<file path="src/rtl/core/sfla_pkg.sv">
// Shared constants, codes and types of the slot free-list allocator.
package sfla_pkg;

  // Number of record slots, and the widths that follow from it.
  localparam int Slots  = 32;
  localparam int SlotW  = 5;
  localparam int ExtW   = 6;
  localparam int MaxList = 32;

  // Command codes carried in the request.
  localparam logic [1:0] OP_ALLOC = 2'd0;
  localparam logic [1:0] OP_FREE  = 2'd1;
  localparam logic [1:0] OP_LIST  = 2'd2;

  // Status codes carried in each result.
  localparam logic [1:0] ST_DONE     = 2'd0;
  localparam logic [1:0] ST_FULL     = 2'd1;
  localparam logic [1:0] ST_NOT_LIVE = 2'd2;
  localparam logic [1:0] ST_EMPTY    = 2'd3;

  // One entry of the slot store: link to the next free slot and the free mark.
  typedef struct packed {
    logic             link_vld;
    logic [SlotW-1:0] link;
    logic             free_mark;
  } slot_entry_t;

  localparam int EntryW = $bits(slot_entry_t);

endpackage

</file>
<file path="src/rtl/core/sfla_ram.sv">
// Generic simple dual-port RAM with a registered read port.
module sfla_ram #(
  parameter int Width = 8,
  parameter int Depth = 32
) (
  input  logic                     clk,
  input  logic                     wr_en,
  input  logic [$clog2(Depth)-1:0] wr_addr,
  input  logic [Width-1:0]         wr_data,
  input  logic                     rd_en,
  input  logic [$clog2(Depth)-1:0] rd_addr,
  output logic [Width-1:0]         rd_data
);

  logic [Width-1:0] mem [Depth];
  logic [Width-1:0] rd_data_r;

  // Write port and registered read port; read data holds while not read.
  always_ff @(posedge clk) begin
    if (wr_en) begin
      mem[wr_addr] <= wr_data;
    end
    if (rd_en) begin
      rd_data_r <= mem[rd_addr];
    end
  end

  assign rd_data = rd_data_r;

endmodule

</file>
<file path="src/rtl/core/slot_free_list_allocator.sv">
// Top level of the slot free-list allocator.
//
// One command is taken per request on the in_ channel: allocate, free or
// list free slots. Results leave on the out_ channel, tlast marking the final
// result of each command. Free slots form a LIFO chain whose links live in a
// single slot store RAM with a registered read port.
// Allocate from the never-used region and refusals decided from the extent
// produce their result in the cycle after acceptance. Allocate from the chain
// and free need one read-modify-write of the slot store: the read is issued
// on acceptance, the S_ALLOC or S_FREE state writes back and loads the
// result, then the next command can be taken. List walks the chain one
// store read per cycle while results are taken; at most 32 are emitted.
// Unused command code 3 is accepted and gives no result.
// Reset empties the chain and the used extent; the store itself needs no
// clearing since only written entries are ever read.
// A stalled receiver holds the result in the output register; the walk
// pauses and no new command is taken until that result has been taken.
module slot_free_list_allocator (
  input  logic       clk,
  input  logic       rst_n,
  input  logic       in_tvalid,
  output logic       in_tready,
  input  logic [7:0] in_tdata,   // [1:0] op, [6:2] slot_index, [7] zero
  output logic       out_tvalid,
  input  logic       out_tready,
  output logic [7:0] out_tdata,  // [4:0] slot_out, [6:5] status, [7] zero
  output logic       out_tlast
);

  import sfla_pkg::*;

  localparam logic [1:0] S_IDLE  = 2'd0;
  localparam logic [1:0] S_ALLOC = 2'd1;
  localparam logic [1:0] S_FREE  = 2'd2;
  localparam logic [1:0] S_LIST  = 2'd3;

  logic [1:0]       state_r, state_nxt;
  logic [SlotW-1:0] head_r, head_nxt;
  logic             head_vld_r, head_vld_nxt;
  logic [ExtW-1:0]  extent_r, extent_nxt;
  logic [SlotW-1:0] cur_r, cur_nxt;
  logic [SlotW-1:0] cnt_r, cnt_nxt;
  logic             out_valid_r, out_valid_nxt;
  logic [SlotW-1:0] out_slot_r, out_slot_nxt;
  logic [1:0]       out_status_r, out_status_nxt;
  logic             out_last_r, out_last_nxt;

  logic             out_free;
  logic             accept;
  logic [1:0]       req_op;
  logic [SlotW-1:0] req_idx;
  logic             wr_en, rd_en;
  logic [SlotW-1:0] wr_addr, rd_addr;
  slot_entry_t      wr_entry, rd_entry;
  logic [EntryW-1:0] rd_bits;
  logic             list_final;

  // Slot store: link and free mark of each slot.
  sfla_ram #(
    .Width (EntryW),
    .Depth (Slots)
  ) u_store (
    .clk     (clk),
    .wr_en   (wr_en),
    .wr_addr (wr_addr),
    .wr_data (wr_entry),
    .rd_en   (rd_en),
    .rd_addr (rd_addr),
    .rd_data (rd_bits)
  );

  assign rd_entry = slot_entry_t'(rd_bits);

  // Request decode and handshake.
  assign req_op    = in_tdata[1:0];
  assign req_idx   = in_tdata[6:2];
  assign out_free  = !out_valid_r || out_tready;
  assign in_tready = (state_r == S_IDLE) && out_free;
  assign accept    = in_tvalid && in_tready;

  assign list_final = !rd_entry.link_vld || (cnt_r == SlotW'(MaxList - 1));

  // Command sequencer: decisions, store accesses and result loading.
  always_comb begin
    state_nxt      = state_r;
    head_nxt       = head_r;
    head_vld_nxt   = head_vld_r;
    extent_nxt     = extent_r;
    cur_nxt        = cur_r;
    cnt_nxt        = cnt_r;
    out_valid_nxt  = out_valid_r && !out_tready;
    out_slot_nxt   = out_slot_r;
    out_status_nxt = out_status_r;
    out_last_nxt   = out_last_r;
    wr_en          = 1'b0;
    wr_addr        = extent_r[SlotW-1:0];
    wr_entry       = '0;
    rd_en          = 1'b0;
    rd_addr        = head_r;

    case (state_r)
      S_IDLE: begin
        if (accept) begin
          case (req_op)
            OP_ALLOC: begin
              if (head_vld_r) begin
                // Pop the chain head: its link is needed first.
                rd_en     = 1'b1;
                rd_addr   = head_r;
                cur_nxt   = head_r;
                state_nxt = S_ALLOC;
              end else if (extent_r < ExtW'(Slots)) begin
                // Take the next never-used slot.
                wr_en          = 1'b1;
                wr_addr        = extent_r[SlotW-1:0];
                wr_entry       = '0;
                extent_nxt     = extent_r + 1'b1;
                out_valid_nxt  = 1'b1;
                out_slot_nxt   = extent_r[SlotW-1:0];
                out_status_nxt = ST_DONE;
                out_last_nxt   = 1'b1;
              end else begin
                out_valid_nxt  = 1'b1;
                out_slot_nxt   = '0;
                out_status_nxt = ST_FULL;
                out_last_nxt   = 1'b1;
              end
            end
            OP_FREE: begin
              if ({1'b0, req_idx} >= extent_r) begin
                // Never-used slot: refused without a store access.
                out_valid_nxt  = 1'b1;
                out_slot_nxt   = req_idx;
                out_status_nxt = ST_NOT_LIVE;
                out_last_nxt   = 1'b1;
              end else begin
                rd_en     = 1'b1;
                rd_addr   = req_idx;
                cur_nxt   = req_idx;
                state_nxt = S_FREE;
              end
            end
            OP_LIST: begin
              if (head_vld_r) begin
                rd_en     = 1'b1;
                rd_addr   = head_r;
                cur_nxt   = head_r;
                cnt_nxt   = '0;
                state_nxt = S_LIST;
              end else begin
                out_valid_nxt  = 1'b1;
                out_slot_nxt   = '0;
                out_status_nxt = ST_EMPTY;
                out_last_nxt   = 1'b1;
              end
            end
            default: begin
              // Unused code: taken and dropped.
            end
          endcase
        end
      end

      S_ALLOC: begin
        // The output register is empty here: the request was only taken
        // when it was free.
        head_nxt       = rd_entry.link;
        head_vld_nxt   = rd_entry.link_vld;
        wr_en          = 1'b1;
        wr_addr        = cur_r;
        wr_entry       = '0;
        out_valid_nxt  = 1'b1;
        out_slot_nxt   = cur_r;
        out_status_nxt = ST_DONE;
        out_last_nxt   = 1'b1;
        state_nxt      = S_IDLE;
      end

      S_FREE: begin
        out_valid_nxt = 1'b1;
        out_slot_nxt  = cur_r;
        out_last_nxt  = 1'b1;
        if (rd_entry.free_mark) begin
          out_status_nxt = ST_NOT_LIVE;
        end else begin
          // Push the slot onto the chain.
          wr_en              = 1'b1;
          wr_addr            = cur_r;
          wr_entry.link_vld  = head_vld_r;
          wr_entry.link      = head_r;
          wr_entry.free_mark = 1'b1;
          head_nxt           = cur_r;
          head_vld_nxt       = 1'b1;
          out_status_nxt     = ST_DONE;
        end
        state_nxt = S_IDLE;
      end

      S_LIST: begin
        // One chain entry per cycle while the output register can take it.
        if (out_free) begin
          out_valid_nxt  = 1'b1;
          out_slot_nxt   = cur_r;
          out_status_nxt = ST_DONE;
          out_last_nxt   = list_final;
          if (list_final) begin
            state_nxt = S_IDLE;
          end else begin
            rd_en   = 1'b1;
            rd_addr = rd_entry.link;
            cur_nxt = rd_entry.link;
            cnt_nxt = cnt_r + 1'b1;
          end
        end
      end

      default: begin
        state_nxt = S_IDLE;
      end
    endcase
  end

  // Control registers.
  always_ff @(posedge clk) begin
    if (!rst_n) begin
      state_r     <= S_IDLE;
      head_vld_r  <= 1'b0;
      extent_r    <= '0;
      out_valid_r <= 1'b0;
    end else begin
      state_r     <= state_nxt;
      head_vld_r  <= head_vld_nxt;
      extent_r    <= extent_nxt;
      out_valid_r <= out_valid_nxt;
    end
  end

  // Payload and walk registers.
  always_ff @(posedge clk) begin
    head_r       <= head_nxt;
    cur_r        <= cur_nxt;
    cnt_r        <= cnt_nxt;
    out_slot_r   <= out_slot_nxt;
    out_status_r <= out_status_nxt;
    out_last_r   <= out_last_nxt;
  end

  assign out_tvalid = out_valid_r;
  assign out_tdata  = {1'b0, out_status_r, out_slot_r};
  assign out_tlast  = out_last_r;

endmodule

</file>
<file path="config.mk">
export PLATFORM = sky130hd
export DESIGN_NAME = slot_free_list_allocator
export DESIGN_NICKNAME = d
export VERILOG_FILES = /design/src/rtl/core/sfla_pkg.sv /design/src/rtl/core/sfla_ram.sv /design/src/rtl/core/slot_free_list_allocator.sv
export SDC_FILE = /design/constraint.sdc
export NUM_CORES = 1
export LEC_CHECK = 0
export BUFFER_PORTS_ARGS = -buffer_cell sky130_fd_sc_hd__buf_2
export CORE_MARGIN = 1.5
export CORE_UTILIZATION = 64
export DETAILED_ROUTE_END_ITERATION = 10
export PLACE_DENSITY_LB_ADDON = 0.08
export REMOVE_ABC_BUFFERS = 1
export SETUP_SLACK_MARGIN = 0.02
export SLEW_MARGIN = 20
export SYNTH_ARGS = -nofsm -noshare
export SYNTH_HDL_FRONTEND = slang
export SYNTH_SLANG_ARGS = --single-unit
</file>
<file path="constraint.sdc">
create_clock -name clk -period 6 [get_ports clk]
set_input_delay 0.3 -clock clk [delete_from_list [all_inputs] [get_ports clk]]
set_output_delay 0.3 -clock clk [all_outputs]
set_load 0.1 [all_outputs]
</file>
==> PnR_summary.wiki <==
{| class="wikitable"
! Metric !! Value
|-
| Share of cells above drive strength 1 || 13.2%
|-
| Final standard cell count with taps included and fillers excluded || 1169
|-
| Classification of the worst setup path || reg -> reg
|-
| Share of the yosys chip area belonging to registers || 65.1%
|-
| DIE AREA || 19600 sq um
|-
| Largest net degree at the start of global routing || 41
|-
| Max-slew headroom || 24.3%
|-
| Unrepaired setup endpoints after global routing || false
|-
| Width of the die || 140 um
|-
| Vias in the first global route || 7896
|-
| Capture endpoint of the worst hold path || head_vld_r
|-
| Drt initial violations || 1144
|-
| Post-route DRC violation count || 0
|-
| I/O pins || 23
|-
| Number of failing hold endpoints at the final stage || 0
|-
| Cell area after synthesis || 12000 sq um
|-
| Worst Path Max Fanout || 30
|-
| Power density cells || 428 nW/um^2
|-
| Share of the synthesized area in the top cell type || 63.4%
|-
| Via total after detailed routing || 8124
|-
| Clock insertion delay at the later pin of the skew report || 0.55 ns
|-
| Cell count after placement || 1120
|-
| Clock slew at reported path FFs || 0.07 ns
|-
| Final Routed Wirelength || 30500 um
|-
| Detailed placement HPWL || 19700 um
|-
| Period utilization || 74.9%
|-
| Cell count after synthesis || 905
|-
| Post-layout nets || 950
|-
| Hold Path Class || in -> reg
|-
| Total setup violations reported at the end of the flow || 0
|-
| Post-Route Hold Slack || 0.111 ns
|-
| Worst IR drop on VDD || 293 uV
|-
| First-pass GRT wire length || 47500 um
|-
| Synthesized area per cell || 13.3 sq um
|-
| Util after Layout || 72.2%
|-
| Number of instances on the worst hold path || 2
|-
| Number of sinks on the clock net || 264
|-
| TritonRoute pass-1 iters || 5
|-
| Status || completed
|-
| Routed via count divided by cell count || 6.95
|-
| GRT Util Overall || 32.3%
|-
| Static leakage || 4.65 nW
|-
| Worst R2R Setup Slack || 1.51 ns
|-
| Maximum clock frequency || 0.222 GHz
|-
| Setup crit end kind || flip-flop
|-
| Buffer levels on the longest clock path || 3
|-
| Startpoint of the most critical hold path || rst_n
|-
| Number of warnings issued by yosys || 0
|-
| Setup_tns || 0 ns
|-
| Leading post-synthesis cells by cell area || sky130_fd_sc_hd__edfxtp_1 (63%), sky130_fd_sc_hd__mux2i_1 (3.2%), sky130_fd_sc_hd__nand2_1 (2.8%)
|-
| Clk_skew || 0.0111 ns
|-
| Post-synthesis sequential element count || 264
|-
| Primary flip-flop cell chosen by synthesis mapping || sky130_fd_sc_hd__edfxtp_1
|-
| Layout overhead on the synthesized area || 9.34%
|-
| Number of antenna violations at the first check in global routing || 0
|-
| Number of antenna cells inserted || 0
|-
| WP data arrival || 4.78 ns
|-
| Most area-hungry cell type in the Yosys netlist || sky130_fd_sc_hd__edfxtp_1
|-
| Async set-or-reset flop fraction in the synthesized netlist || 0%
|-
| Starting density of the core || 66.0%
|-
| Post-DP Area || 12300 sq um
|-
| # rows || 49
|-
| Cell area after layout || 13100 sq um
|-
| Total of cells resized after clock tree synthesis || 0
|-
| Number of cells traversed by the worst register-to-register path || 11
|-
| Die H || 140 um
|-
| Core box area || 18200 sq um
|-
| Antenna-violating nets left || 0
|-
| Port-buffer cells || 20
|-
| Hold-fix buffers, CTS || 0
|-
| Worst Tran Pin Value || 1.14 ns
|-
| Max-cap violations || 0
|-
| Post-synth cell types || 87
|-
| CTS H-tree depth || 1
|-
| TritonCTS clock tree || yes
|-
| Most common cell after layout, fill and taps aside || sky130_fd_sc_hd__edfxtp_1
|-
| RePlAce Congestion || 0.967
|-
| Leftover overflow at the end of global routing || 0
|-
| Number of enable-type register cells in the synthesized netlist || 254
|-
| Kind of start point of the critical path || flip-flop
|-
| Pins over their slew limit || 0
|-
| Worst path required time || 6.29 ns
|-
| Reg2reg start || cnt_r[0]
|-
| Number of buffers created by CTS || 27
|-
| End of the worst register-to-register path || u_store.rd_data[2]
|-
| Setup bufs post-CTS || 0
|-
| Routed length per instance || 26.0 um
|-
| Final critical path time including I/O delays and setup || 4.49 ns
|-
| Commonest cells after routing, fill and taps aside || sky130_fd_sc_hd__edfxtp_1 (254), sky130_fd_sc_hd__nand2_1 (91), sky130_fd_sc_hd__nor2_1 (53)
|-
| Library cell used as clock root buffer || sky130_fd_sc_hd__clkbuf_16
|}
## flip-flops by register name (all words and copies together) (netlist names)
register and count:
out_tlast 1, head_r 5, out_tvalid 1, head_vld_r 1, out_status_r 2, u_store.rd_data 7, out_slot_r 5, extent_r 6
cur_r 5, state_r 2, cnt_r 5, u_store.mem 224
## where the power goes
group | internal (mW) | total [mW] | switching, mW
Combinational | 0.535 | 1.79 | 1.26
Sequential | 2.13 | 2.17 | 0.0449
Clock | 0.953 | 1.66 | 0.705
## logic make-up after synthesis
group | after synthesis | share of synthesized area [%]
XOR/XNOR | 6 | 0.437
AND/OR/NAND/NOR | 282 | 11.4
adder cells (fa/ha/maj) | 18 | 1.87
buffers and inverters | 61 | 2.64
other | 1 | 0.0312
AO/OA/AOI/OAI | 211 | 12.9
flip-flops | 264 | 65.1
multiplexers | 62 | 5.59
## layer usage
layer	share of wire, %	wire [um]	track usage [%]	up-vias
met5	0	0	0	-
li1	-	-	-	3551
met3	10	3160	6.15	86
met2	46	14000	49.8	543
met1	40	12100	45.8	3944
met4	4.1	1240	13.4	0
## worst max path at each step
stage	cells after the start	endpoint	from	slack, ns
detailed placement	11	u_store.rd_data[2]	cnt_r[0]	1.58
global route	11	u_store.rd_data[2]	cnt_r[0]	1.31
CTS	11	u_store.rd_data[2]	cnt_r[0]	1.56
global placement	11	u_store.rd_data[2]	cnt_r[0]	1.71
finish	11	u_store.rd_data[2]	cnt_r[0]	1.51
floorplan	11	u_store.rd_data[1]	state_r[0]	2.16
## final cells by class
class | count | area [sq um]
repair buffers | 37 | 240
well taps | 229 | 287
multi-input cells | 580 | 3890
clock inverters | 18 | 169
clock buffers | 31 | 691
fillers | 1185 | 5060
flip-flops and latches | 264 | 7830
inverters | 10 | 37.5
## worst max-delay path: stages (launching register included)
cell                       delay, ns
sky130_fd_sc_hd__edfxtp_1       0.42
sky130_fd_sc_hd__ha_1           0.24
sky130_fd_sc_hd__and3_1         0.18
sky130_fd_sc_hd__ha_1           0.18
sky130_fd_sc_hd__nand2b_1       0.24
sky130_fd_sc_hd__o211ai_1       0.25
sky130_fd_sc_hd__o211a_1        0.84
sky130_fd_sc_hd__nand2_2        0.54
sky130_fd_sc_hd__o31a_1         0.40
sky130_fd_sc_hd__a211oi_1       0.48
sky130_fd_sc_hd__o2111a_1       0.36
sky130_fd_sc_hd__nor3_1         0.07
## cells in the mapped netlist, types with 8 or more instances
| cell | number |
|---|---|
| sky130_fd_sc_hd__mux2i_1 | 38 |
| sky130_fd_sc_hd__a21oi_1 | 36 |
| sky130_fd_sc_hd__clkbuf_1 | 20 |
| sky130_fd_sc_hd__a2111oi_0 | 9 |
| sky130_fd_sc_hd__dfxtp_1 | 10 |
| sky130_fd_sc_hd__nand3_1 | 44 |
| sky130_fd_sc_hd__mux2_2 | 19 |
| sky130_fd_sc_hd__nand2b_1 | 8 |
| sky130_fd_sc_hd__ha_1 | 18 |
| sky130_fd_sc_hd__inv_1 | 10 |
| sky130_fd_sc_hd__o22ai_1 | 21 |
| sky130_fd_sc_hd__nand2_1 | 91 |
| sky130_fd_sc_hd__edfxtp_1 | 254 |
| sky130_fd_sc_hd__and3_1 | 14 |
| sky130_fd_sc_hd__a22o_1 | 8 |
| sky130_fd_sc_hd__nor3_1 | 11 |
| sky130_fd_sc_hd__nor2_1 | 53 |
| sky130_fd_sc_hd__and2_1 | 20 |
| sky130_fd_sc_hd__a211oi_1 | 16 |
| sky130_fd_sc_hd__buf_2 | 19 |
| sky130_fd_sc_hd__o21ai_0 | 43 |
## per-stage QoR
step           power, mW  setup WS [ns]
3_3_place_gp        3.91           1.71
5_1_grt             5.82           1.31
4_1_cts             5.59           1.56
2_1_floorplan       3.37           2.16
6_report            5.62           1.51
3_5_place_dp        3.95           1.58
(Power assumes the default switching activity.)
